--- src/rtl/core/mp2fhd_pkg.sv ---
// Shared types, constants and lookup tables for the MPEG audio layer II header decoder.
// No dependencies; used by every module under rtl/core.
package mp2fhd_pkg;

  localparam logic [10:0] SYNC_WORD   = 11'h7ff;
  localparam logic [1:0]  VER_MPEG1   = 2'b11;
  localparam logic [1:0]  VER_MPEG2   = 2'b10;
  localparam logic [1:0]  LAYER_II    = 2'b10;
  localparam logic [3:0]  BRI_FREE    = 4'd0;
  localparam logic [3:0]  BRI_BAD     = 4'd15;
  localparam logic [1:0]  SRI_RSVD    = 2'd3;
  localparam logic [1:0]  MODE_MONO   = 2'd3;

  localparam int          KBPS_W      = 9;
  localparam int          RATE_W      = 16;
  localparam int          SIZE_W      = 11;
  localparam int          NUM_W       = 16;
  localparam int          RECIP_W     = 17;
  localparam int          PROD_W      = NUM_W + RECIP_W;
  localparam int          RECIP_SHIFT = 22;
  localparam logic [RECIP_W-1:0] RECIP_49 = 17'd85599;
  localparam logic [SIZE_W-1:0]  HDR_BYTES = 11'd4;

  typedef enum logic [2:0] {
    QS_RECIP49,
    QS_X3,
    QS_X4P5,
    QS_X6,
    QS_X9
  } qsel_t;

  typedef struct packed {
    logic              valid_res;
    logic              is_mpeg1;
    logic [RATE_W-1:0] sample_rate;
    logic [KBPS_W-1:0] bitrate_kbps;
    logic              stereo;
    logic              padded;
    logic              has_checksum;
  } hdr_t;

  typedef struct packed {
    hdr_t             hdr;
    qsel_t            qsel;
    logic [NUM_W-1:0] num;
  } s1_t;

  typedef struct packed {
    hdr_t              hdr;
    qsel_t             qsel;
    logic [SIZE_W-1:0] q_dir;
    logic [SIZE_W-1:0] q_rec;
  } s2_t;

  typedef struct packed {
    hdr_t              hdr;
    logic [SIZE_W-1:0] frame_bytes;
  } s3_t;

  function automatic logic [KBPS_W-1:0] kbps_lookup(input logic mpeg1, input logic [3:0] bri);
    logic [KBPS_W-1:0] k;
    k = '0;
    if (mpeg1) begin
      unique case (bri)
        4'd1:    k = 9'd32;
        4'd2:    k = 9'd48;
        4'd3:    k = 9'd56;
        4'd4:    k = 9'd64;
        4'd5:    k = 9'd80;
        4'd6:    k = 9'd96;
        4'd7:    k = 9'd112;
        4'd8:    k = 9'd128;
        4'd9:    k = 9'd160;
        4'd10:   k = 9'd192;
        4'd11:   k = 9'd224;
        4'd12:   k = 9'd256;
        4'd13:   k = 9'd320;
        4'd14:   k = 9'd384;
        default: k = '0;
      endcase
    end else begin
      unique case (bri)
        4'd1:    k = 9'd8;
        4'd2:    k = 9'd16;
        4'd3:    k = 9'd24;
        4'd4:    k = 9'd32;
        4'd5:    k = 9'd40;
        4'd6:    k = 9'd48;
        4'd7:    k = 9'd56;
        4'd8:    k = 9'd64;
        4'd9:    k = 9'd80;
        4'd10:   k = 9'd96;
        4'd11:   k = 9'd112;
        4'd12:   k = 9'd128;
        4'd13:   k = 9'd144;
        4'd14:   k = 9'd160;
        default: k = '0;
      endcase
    end
    return k;
  endfunction

  function automatic logic [RATE_W-1:0] rate_lookup(input logic mpeg1, input logic [1:0] sri);
    logic [RATE_W-1:0] r;
    unique case ({mpeg1, sri})
      3'b100:  r = 16'd44100;
      3'b101:  r = 16'd48000;
      3'b110:  r = 16'd32000;
      3'b000:  r = 16'd22050;
      3'b001:  r = 16'd24000;
      3'b010:  r = 16'd16000;
      default: r = '0;
    endcase
    return r;
  endfunction

  function automatic qsel_t qsel_lookup(input logic mpeg1, input logic [1:0] sri);
    qsel_t q;
    unique case ({mpeg1, sri})
      3'b101:  q = QS_X3;
      3'b110:  q = QS_X4P5;
      3'b001:  q = QS_X6;
      3'b010:  q = QS_X9;
      default: q = QS_RECIP49;
    endcase
    return q;
  endfunction

endpackage

--- src/rtl/core/mp2fhd_parse.sv ---
// Stage 1: header field checks, rate and bitrate tables, divide-by-49 numerator.
// Depends on mp2fhd_pkg.
module mp2fhd_parse import mp2fhd_pkg::*; (
  input  logic        clk,
  input  logic        rst_n,
  input  logic        en,
  input  logic        in_v,
  input  logic [31:0] header_word,
  output logic        v_r,
  output s1_t         s1_r
);

  logic        ok;
  logic        mpeg1;
  logic [KBPS_W-1:0] kbps;
  s1_t         s1_nxt;

  always_comb begin
    mpeg1 = (header_word[20:19] == VER_MPEG1);
    ok = (header_word[31:21] == SYNC_WORD)
      && ((header_word[20:19] == VER_MPEG1) || (header_word[20:19] == VER_MPEG2))
      && (header_word[18:17] == LAYER_II)
      && (header_word[15:12] != BRI_FREE)
      && (header_word[15:12] != BRI_BAD)
      && (header_word[11:10] != SRI_RSVD);
    kbps = kbps_lookup(mpeg1, header_word[15:12]);
    s1_nxt = '0;
    s1_nxt.qsel = qsel_lookup(mpeg1, header_word[11:10]);
    if (ok) begin
      s1_nxt.hdr.valid_res    = 1'b1;
      s1_nxt.hdr.is_mpeg1     = mpeg1;
      s1_nxt.hdr.sample_rate  = rate_lookup(mpeg1, header_word[11:10]);
      s1_nxt.hdr.bitrate_kbps = kbps;
      s1_nxt.hdr.stereo       = (header_word[7:6] != MODE_MONO);
      s1_nxt.hdr.padded       = header_word[9];
      s1_nxt.hdr.has_checksum = !header_word[16];
    end
    // 44100 Hz: k*160/49; 22050 Hz: k*320/49; elsewhere only k is needed
    if (s1_nxt.qsel == QS_RECIP49) begin
      if (mpeg1) begin
        s1_nxt.num = ({7'd0, kbps} << 7) + ({7'd0, kbps} << 5);
      end else begin
        s1_nxt.num = ({7'd0, kbps} << 8) + ({7'd0, kbps} << 6);
      end
    end else begin
      s1_nxt.num = {7'd0, kbps};
    end
  end

  always_ff @(posedge clk) begin
    if (!rst_n) begin
      v_r <= 1'b0;
    end else if (en) begin
      v_r <= in_v;
    end
  end

  always_ff @(posedge clk) begin
    if (en && in_v) begin
      s1_r <= s1_nxt;
    end
  end

endmodule

--- src/rtl/core/mp2fhd_quot.sv ---
// Stage 2: reciprocal multiply for the divide by 49 and shift-add quotients for other rates.
// Depends on mp2fhd_pkg.
module mp2fhd_quot import mp2fhd_pkg::*; (
  input  logic clk,
  input  logic rst_n,
  input  logic en,
  input  logic in_v,
  input  s1_t  s1,
  output logic v_r,
  output s2_t  s2_r
);

  logic [PROD_W-1:0] prod;
  logic [11:0]       k12;
  logic [11:0]       k9;
  s2_t               s2_nxt;

  always_comb begin
    prod = {{RECIP_W{1'b0}}, s1.num} * {{NUM_W{1'b0}}, RECIP_49};
    k12  = s1.num[11:0];
    k9   = (k12 << 3) + k12;
    s2_nxt.hdr   = s1.hdr;
    s2_nxt.qsel  = s1.qsel;
    s2_nxt.q_rec = prod[RECIP_SHIFT +: SIZE_W];
    unique case (s1.qsel)
      QS_X3:   s2_nxt.q_dir = SIZE_W'((k12 << 1) + k12);
      QS_X4P5: s2_nxt.q_dir = k9[11:1];
      QS_X6:   s2_nxt.q_dir = SIZE_W'((k12 << 2) + (k12 << 1));
      QS_X9:   s2_nxt.q_dir = k9[SIZE_W-1:0];
      default: s2_nxt.q_dir = '0;
    endcase
  end

  always_ff @(posedge clk) begin
    if (!rst_n) begin
      v_r <= 1'b0;
    end else if (en) begin
      v_r <= in_v;
    end
  end

  always_ff @(posedge clk) begin
    if (en && in_v) begin
      s2_r <= s2_nxt;
    end
  end

endmodule

--- src/rtl/core/mp2fhd_size.sv ---
// Stage 3: quotient select, header and flag adjustment, output register.
// Depends on mp2fhd_pkg.
module mp2fhd_size import mp2fhd_pkg::*; (
  input  logic clk,
  input  logic rst_n,
  input  logic en,
  input  logic in_v,
  input  s2_t  s2,
  output logic v_r,
  output s3_t  s3_r
);

  logic [SIZE_W-1:0] q;
  s3_t               s3_nxt;

  always_comb begin
    q = (s2.qsel == QS_RECIP49) ? s2.q_rec : s2.q_dir;
    s3_nxt.hdr = s2.hdr;
    if (s2.hdr.valid_res) begin
      s3_nxt.frame_bytes = q - HDR_BYTES
                         + {{(SIZE_W-1){1'b0}}, s2.hdr.padded}
                         + {{(SIZE_W-2){1'b0}}, s2.hdr.has_checksum, 1'b0};
    end else begin
      s3_nxt.frame_bytes = '0;
    end
  end

  always_ff @(posedge clk) begin
    if (!rst_n) begin
      v_r <= 1'b0;
    end else if (en) begin
      v_r <= in_v;
    end
  end

  always_ff @(posedge clk) begin
    if (en && in_v) begin
      s3_r <= s3_nxt;
    end
  end

endmodule

--- src/rtl/core/mp2_frame_header_decode.sv ---
// MPEG audio layer II frame header decoder, top level.
// Stages: parse, multiply and size, each registered, from input transaction to result.
// Throughput: one transaction per cycle when out_stall is low; a stage advances when empty
// or when the next one advances, so bubbles are absorbed; in_stall follows out_stall combinationally.
// Reset: rst_n synchronous, clears the stage valid bits only.
// Depends on mp2fhd_pkg, mp2fhd_parse, mp2fhd_quot, mp2fhd_size.
module mp2_frame_header_decode import mp2fhd_pkg::*; (
  input  logic        clk,
  input  logic        rst_n,
  input  logic        in_valid,
  output logic        in_stall,
  input  logic [31:0] in_header_word,
  output logic        out_valid,
  input  logic        out_stall,
  output logic        out_valid_res,
  output logic        out_is_mpeg1,
  output logic [15:0] out_sample_rate,
  output logic [8:0]  out_bitrate_kbps,
  output logic        out_stereo,
  output logic        out_padded,
  output logic        out_has_checksum,
  output logic [10:0] out_frame_bytes
);

  logic v1_r, v2_r, v3_r;
  logic en1, en2, en3;
  s1_t  s1_r;
  s2_t  s2_r;
  s3_t  s3_r;

  // advance a stage when it is empty or its successor advances
  assign en3      = !v3_r || !out_stall;
  assign en2      = !v2_r || en3;
  assign en1      = !v1_r || en2;
  assign in_stall = !en1;

  mp2fhd_parse u_parse (
    .clk         (clk),
    .rst_n       (rst_n),
    .en          (en1),
    .in_v        (in_valid),
    .header_word (in_header_word),
    .v_r         (v1_r),
    .s1_r        (s1_r)
  );

  mp2fhd_quot u_quot (
    .clk   (clk),
    .rst_n (rst_n),
    .en    (en2),
    .in_v  (v1_r),
    .s1    (s1_r),
    .v_r   (v2_r),
    .s2_r  (s2_r)
  );

  mp2fhd_size u_size (
    .clk   (clk),
    .rst_n (rst_n),
    .en    (en3),
    .in_v  (v2_r),
    .s2    (s2_r),
    .v_r   (v3_r),
    .s3_r  (s3_r)
  );

  assign out_valid        = v3_r;
  assign out_valid_res    = s3_r.hdr.valid_res;
  assign out_is_mpeg1     = s3_r.hdr.is_mpeg1;
  assign out_sample_rate  = s3_r.hdr.sample_rate;
  assign out_bitrate_kbps = s3_r.hdr.bitrate_kbps;
  assign out_stereo       = s3_r.hdr.stereo;
  assign out_padded       = s3_r.hdr.padded;
  assign out_has_checksum = s3_r.hdr.has_checksum;
  assign out_frame_bytes  = s3_r.frame_bytes;

endmodule
--- config.mk ---
export PLATFORM = sky130hd
export DESIGN_NAME = mp2_frame_header_decode
export DESIGN_NICKNAME = d
export VERILOG_FILES = /design/src/rtl/core/mp2fhd_pkg.sv /design/src/rtl/core/mp2fhd_parse.sv /design/src/rtl/core/mp2fhd_quot.sv /design/src/rtl/core/mp2fhd_size.sv /design/src/rtl/core/mp2_frame_header_decode.sv
export SDC_FILE = /design/constraint.sdc
export NUM_CORES = 1
export LEC_CHECK = 0
export BUFFER_PORTS_ARGS = -buffer_cell sky130_fd_sc_hd__clkbuf_2
export CORE_MARGIN = 3
export CORE_UTILIZATION = 40
export CTS_CLUSTER_DIAMETER = 50
export DETAILED_ROUTE_END_ITERATION = 8
export PLACE_DENSITY = 0.63
export SETUP_SLACK_MARGIN = 0.3
export SLEW_MARGIN = 10
export SYNTH_ARGS = -nofsm -noshare
export SYNTH_HDL_FRONTEND = slang
export SYNTH_SLANG_ARGS = --single-unit
--- constraint.sdc ---
create_clock -name clk -period 6.61 [get_ports clk]
set_clock_uncertainty 0.05 [all_clocks]
set_input_delay 0.3305 -clock clk [delete_from_list [all_inputs] [get_ports clk]]
set_output_delay 0.3305 -clock clk [all_outputs]
set_load 0.03 [all_outputs]
Yosys cells after proc, flatten, opt, wreduce, memory -nomap -nowiden --
Memory sizes are Yosys's and may differ from the RTL's. Index checks and enable logic that the tools add are counted.
Cells by class: mux-type cells 8, multiply operators 1, add/sub/neg operators 8, equality and inequality tests 16, reductions and logical operators 22
Operators by type and width (count):
- $pmux W16 S6 | 1
- $pmux W11 S4 | 1
- $mul A16 B17 Y33 const B | 1
- $mux W30 | 1
- $add A11 B11 Y11 | 2
- $mux W9 | 2
- $add A16 B14 Y16 | 1
- $add A16 B15 Y16 | 1
- $mux W16 | 1
- $add A12 B12 Y12 | 1
- $eq A3 B3 Y1 const B | 4
- $pmux W3 S4 | 1
- $add A11 B1 Y11 | 1
- $add A11 B2 Y11 | 1
- $eq A11 B11 Y1 const B | 1
- $mux W11 | 1
- $sub A11 B3 Y11 const B | 1
- $eq A3 B2 Y1 const B | 3
- $logic_not A3 Y1 | 3
- $logic_and A1 B1 Y1 | 8
- $eq A2 B2 Y1 const B | 3
- $eq A3 B1 Y1 const B | 2
- $logic_not A1 Y1 | 6
- $logic_or A1 B1 Y1 | 4
- other kinds (3) | 4
Storage, ports and cells: logic and storage cells 88, memories 2, ROM bits 176, output and inout bits 43, bits in registers 148
Memory list:
- (no name shown) | depth 16, bits a word 6, read ports 1, clocked after Yosys merged registers in 0, write ports 0, line mp2fhd_pkg.sv:64 | unique case (bri)
- (no name shown) | depth 16, bits a word 5, read ports 1, clocked after Yosys merged registers in 0, write ports 0, line mp2fhd_pkg.sv:82 | unique case (bri)

Logic depth before layout (Yosys ltp) --
depth in word-level cells 8, depth in mapped cells 18

Modules after synthesis --
From an unflattened synthesis, not the netlist that was laid out.
Unflattened totals: cells, all modules 1031, area total of the unflattened synthesis 11712.5 sq um
Modules (own cells, without submodules):
- mp2fhd_quot | times used 1, sequential area each 1671.6 sq um, cells each 703, area each 7596.0 sq um
- mp2fhd_parse | times used 1, sequential area each 1191.1 sq um, cells each 202, area each 2262.2 sq um
- mp2fhd_size | times used 1, sequential area each 1251.2 sq um, cells each 122, area each 1830.5 sq um
- mp2_frame_header_decode | times used 1, sequential area each 0.0 sq um, cells each 4, area each 23.8 sq um

Least setup slack after synthesis --
OpenSTA, ideal clock, no wires.
kind flip-flop to flip-flop, start point register, netlist name u_parse.s1_r[14], end point register, netlist name u_quot.s2_r[7], buffers on the path 0, cell stages (with the launch flop) 16, period minus slack after synthesis 5141 ps, slack 1469 ps, arrival 4831 ps, path through edfxtp_1 -> fa_1 -> inv_1 -> fa_1 -> inv_1 -> fa_1 -> fa_1 -> fa_1 -> ha_1 -> ha_1 -> o21ai_0 -> o21ai_0 -> o211ai_2 -> a21oi_2 -> a31oi_1 -> xnor2_1
On the way: word-level cells in the longest chain between the ends 1
Ends and longest elaborated chain:
- $mul A16 B17 Y33 | line mp2fhd_quot.sv:19 | prod = {{RECIP_W{1'b0}}, s1.num} * {{NUM_W{1'b0}}, RECIP_49};
- named net u_quot.prod[29] | line mp2fhd_quot.sv:13 | logic [PROD_W-1:0] prod;
The timed path passes the listed nets, and every way through them passes these cells. A chain may end at the register's enable or synchronous reset.

Final worst setup path --
start point register, netlist name u_parse.s1_r[14], end point register, netlist name u_quot.s2_r[7]
On the way: word-level cells in the longest chain between the ends 1
Ends and longest elaborated chain (line):
- $mul A16 B17 Y33 | mp2fhd_quot.sv:19
- named net u_quot.prod[29] | mp2fhd_quot.sv:13
The timed path passes the listed nets, and every way through them passes these cells.

==> implementation parameters <==
Parameter                              Value

Layout
  Area overhead of the layout relative to synthesis ... 12.6%
  Antenna diodes ... 0
  Final-layout fill cell count ... 2227
  Fraction of layout instances using a drive strength above 1 ... 12.3%
  Net count of the finished layout ... 1158

Setup path
  Crit path top cell by count ... fa_1
  CP Max Fanout ... 9
  Peak per-stage delay on the critical path ... 660 ps
  Critical path buffers and inverters ... 2
  Master of the slowest instance on the critical path ... fa_1
  Startpoint types ... flip-flop
  Required time of the critical path ... 6710 ps
  Cell count along the critical path ... 15
  Arrival time of data at the critical path endpoint ... 5760 ps
  Delay-heaviest family, CP ... adder cells
  Start-to-end type of the worst setup path ... flip-flop to flip-flop
  Worst Setup End Kind ... flip-flop
  Crit-path cells ... fa_1, inv_1, fa_1, inv_1, fa_1, fa_1, fa_1, ha_1, ha_1, o21ai_0, o21ai_0, o211ai_2, a21oi_2, a31oi_1, xnor2_1
  Count of cells along the worst register-to-register path ... 15

Detailed routing
  Routed length per instance ... 15.2 um
  Vias post-DR ... 6183
  First-pass detailed-route iteration total ... 5
  Number of remaining DRC errors ... 0
  Routed WL ... 18700 um
  Initial DRC count ... 308
  Number of nets still failing antenna checks after routing ... 0
  Vias per inst ... 5.00

Floorplan
  Initial Utilization ... 41.1%
  X dimension of the die ... 162 um
  Area inside the core boundary ... 0.0237 sq mm
  I/O pin count ... 79
  Die ar. ... 0.0262 sq mm
  DIE HEIGHT ... 162 um
  Placement row count ... 56

Clock network
  Cts bufs inserted ... 17
  Cell chosen for the clock root ... clkbuf_16
  Number of clock sinks ... 122
  TritonCTS clock tree ... yes
  Htree depth ... 4
  Cts hold-fix bufs ... 0
  Number of setup buffers added after CTS ... 0
  Clock-pin slew reported for the worst setup and hold paths after clock tree synthesis ... 60 ps
  Number of instances resized during post-cts repair ... 0
  Max clock buf depth ... 2
  Insertion delay to the later sink of the worst-skew pair ... 410 ps

Logic synthesis
  Xor/xnor share of the synthesized area ... 2.88%
  Total of warnings raised by yosys ... 0
  Most used flip-flop cell after synthesis ... edfxtp_1
  Yosys top cell by area ... edfxtp_1
  Top cells by area, synth ... edfxtp_1 (37%), ha_1 (18%), fa_1 (16%)
  Count of different cell masters after synthesis ... 63
  Fraction of synthesis flops using an asynchronous set or reset pin ... 0%
  Synth top area share ... 36.7%
  Combined area of all synthesized cells ... 0.00973 sq mm
  Average footprint of a synthesized cell ... 11.7 sq um
  Dominant combinational cell family by area after synthesis ... adder cells
  Number of flip-flops and latches in the synthesized netlist ... 122
  Simple-gate share of the synthesized area ... 8.98%
  Share of cell area taken by muxes after synthesis ... 1.27%
  Part of the Yosys area used for sequential elements ... 37.4%
  Synthesized instance count ... 832
  Adder-Cell Fraction of Synth Area ... 34.0%
  EDFF count, synth ... 119
  Synth Area in Compound Gates ... 9.39%

STA
  Top achievable clock speed ... 0.177 GHz
  Transition time of the tightest slew-check pin ... 1100 ps
  Relative slew slack ... 26.4%
  Final hold violations ... 0
  Setup-violating endpoint count in the final report ... 0
  Final sum of negative setup slack ... 0 ps
  Final period util ... 85.7%
  Period minus WS final ... 5660 ps
  RSZ-0062 raised after global routing ... false
  Final count of pins violating max slew ... 0

Global routing
  Antenna violations before repair ... 0
  Total Routing Usage GR ... 15.1%
  Remaining global-route overflow ... 0
  Largest net degree at the start of global routing ... 47
  Global-route wire length before repair ... 31600 um
  Number of global-route vias before repair ... 6180

Run status
  Result of the run ... finished clean

Placement
  RD Place Congestion ... 0.855
  Count of port buffers added during placement ... 65
  Placed wire-length estimate after detailed placement ... 15100 um

Job
  Number of max-capacitance violations reported ... 0

Min path
  Hold Path Class ... input pin to flip-flop
  Worst hold path cell count ... 2
cells by family (layout without fill, tap and decap cells):
group,after synthesis,count (layout)
buf+inv,149,229
other cells,1,6
mux,12,12
flops,122,122
xor+xnor,32,32
fa+ha+maj,218,218
simple gates,163,163
compound gates,135,135
placed cells by master, fill, tap and decap left out, drive strengths merged, types with 3 or more instances in the layout:
cell      instances
or3               5
o211ai            4
and3             13
o21a             11
and2             17
xor2              7
edfxtp          119
or2               3
nor4              4
nand3             5
fa               77
a21o             10
dfxtp             3
clkinvlp          3
o21ai            16
a22oi             7
o22ai             8
a31oi             3
conb              6
a21oi            42
inv             131
ha              141
clkbuf           86
nor3             13
nor2             31
nor2b            13
nand2b            8
a221oi            4
a211oi            7
a21boi            4
nand4            12
o31ai             3
mux2i            12
xnor2            25
nand2            34
buf               3
clkinv            5
sequential cells by signal, summed over array words and instances, names as in the netlist:
name          cells
u_parse.s1_r     39
u_quot.v_r        1
u_parse.v_r       1
u_size.v_r        1
u_quot.s2_r      46
u_size.s3_r      34
worst paths after layout:
check             slack, ps        startpoint               to
setup reg to reg        950  u_parse.s1_r[14]   u_quot.s2_r[7]
hold / removal          100          in_valid      u_parse.v_r
hold reg to reg         370  u_parse.s1_r[25]  u_quot.s2_r[31]
setup / recovery        950  u_parse.s1_r[14]   u_quot.s2_r[7]
cell usage after synthesis (all sizes together) (5+ instances only):
cell type    n
xnor2       25
o21a        11
nor2b       13
edfxtp     119
a21o        10
nor2        31
nor3        13
fa          77
o22ai        8
xor2         7
a22oi        7
ha         141
or3          5
nand2b       8
a211oi       7
nand4       12
and2        17
a21oi       42
inv        129
clkbuf       9
and3        13
buf         11
mux2i       12
o21ai       16
nand2       34
nand3        5
through the flow:
stage                     cells  cell area [sq um]  worst slack (ps)  util (%)  hold WS [ps]
after floorplan             837               9750              1470         -           350
after global placement     1204              10400               973      44.0           351
after detailed placement   1204              10400               948      44.0           355
after CTS                  1236              10900               925      46.2          86.7
after global routing       1236              10900               660      46.2          93.7
final                      1236              10900               948      46.2          99.2
area by class of cell:
class | count | area [sq um] | share of cell area (%)
clock buffer | 21 | 440 | 4.02
clock inverter | 11 | 97.6 | 0.891
inverter | 129 | 484 | 4.42
multi-input combinational | 566 | 5550 | 50.7
sequential | 122 | 3630 | 33.2
tap | 319 | 399 | 3.65
timing repair buffer | 68 | 348 | 3.18
worst register-to-register path: cells and delay by family (launching register included):
family	cells	cell delay [ps]
AO/OA/AOI/OAI	5	1030
XOR/XNOR	1	140
adder cells (fa/ha/maj)	7	3400
flip-flops	1	600
buffers and inverters	2	170
layer usage:
metal	GRT usage, %	wire length (um)
met1	21.3	8840
met2	24.1	8870
met3	2.12	602
met4	4.92	419
met5	0	0
Power is not shown: default switching activity piles up to over one toggle a cycle in this logic, so the estimate is an artifact.
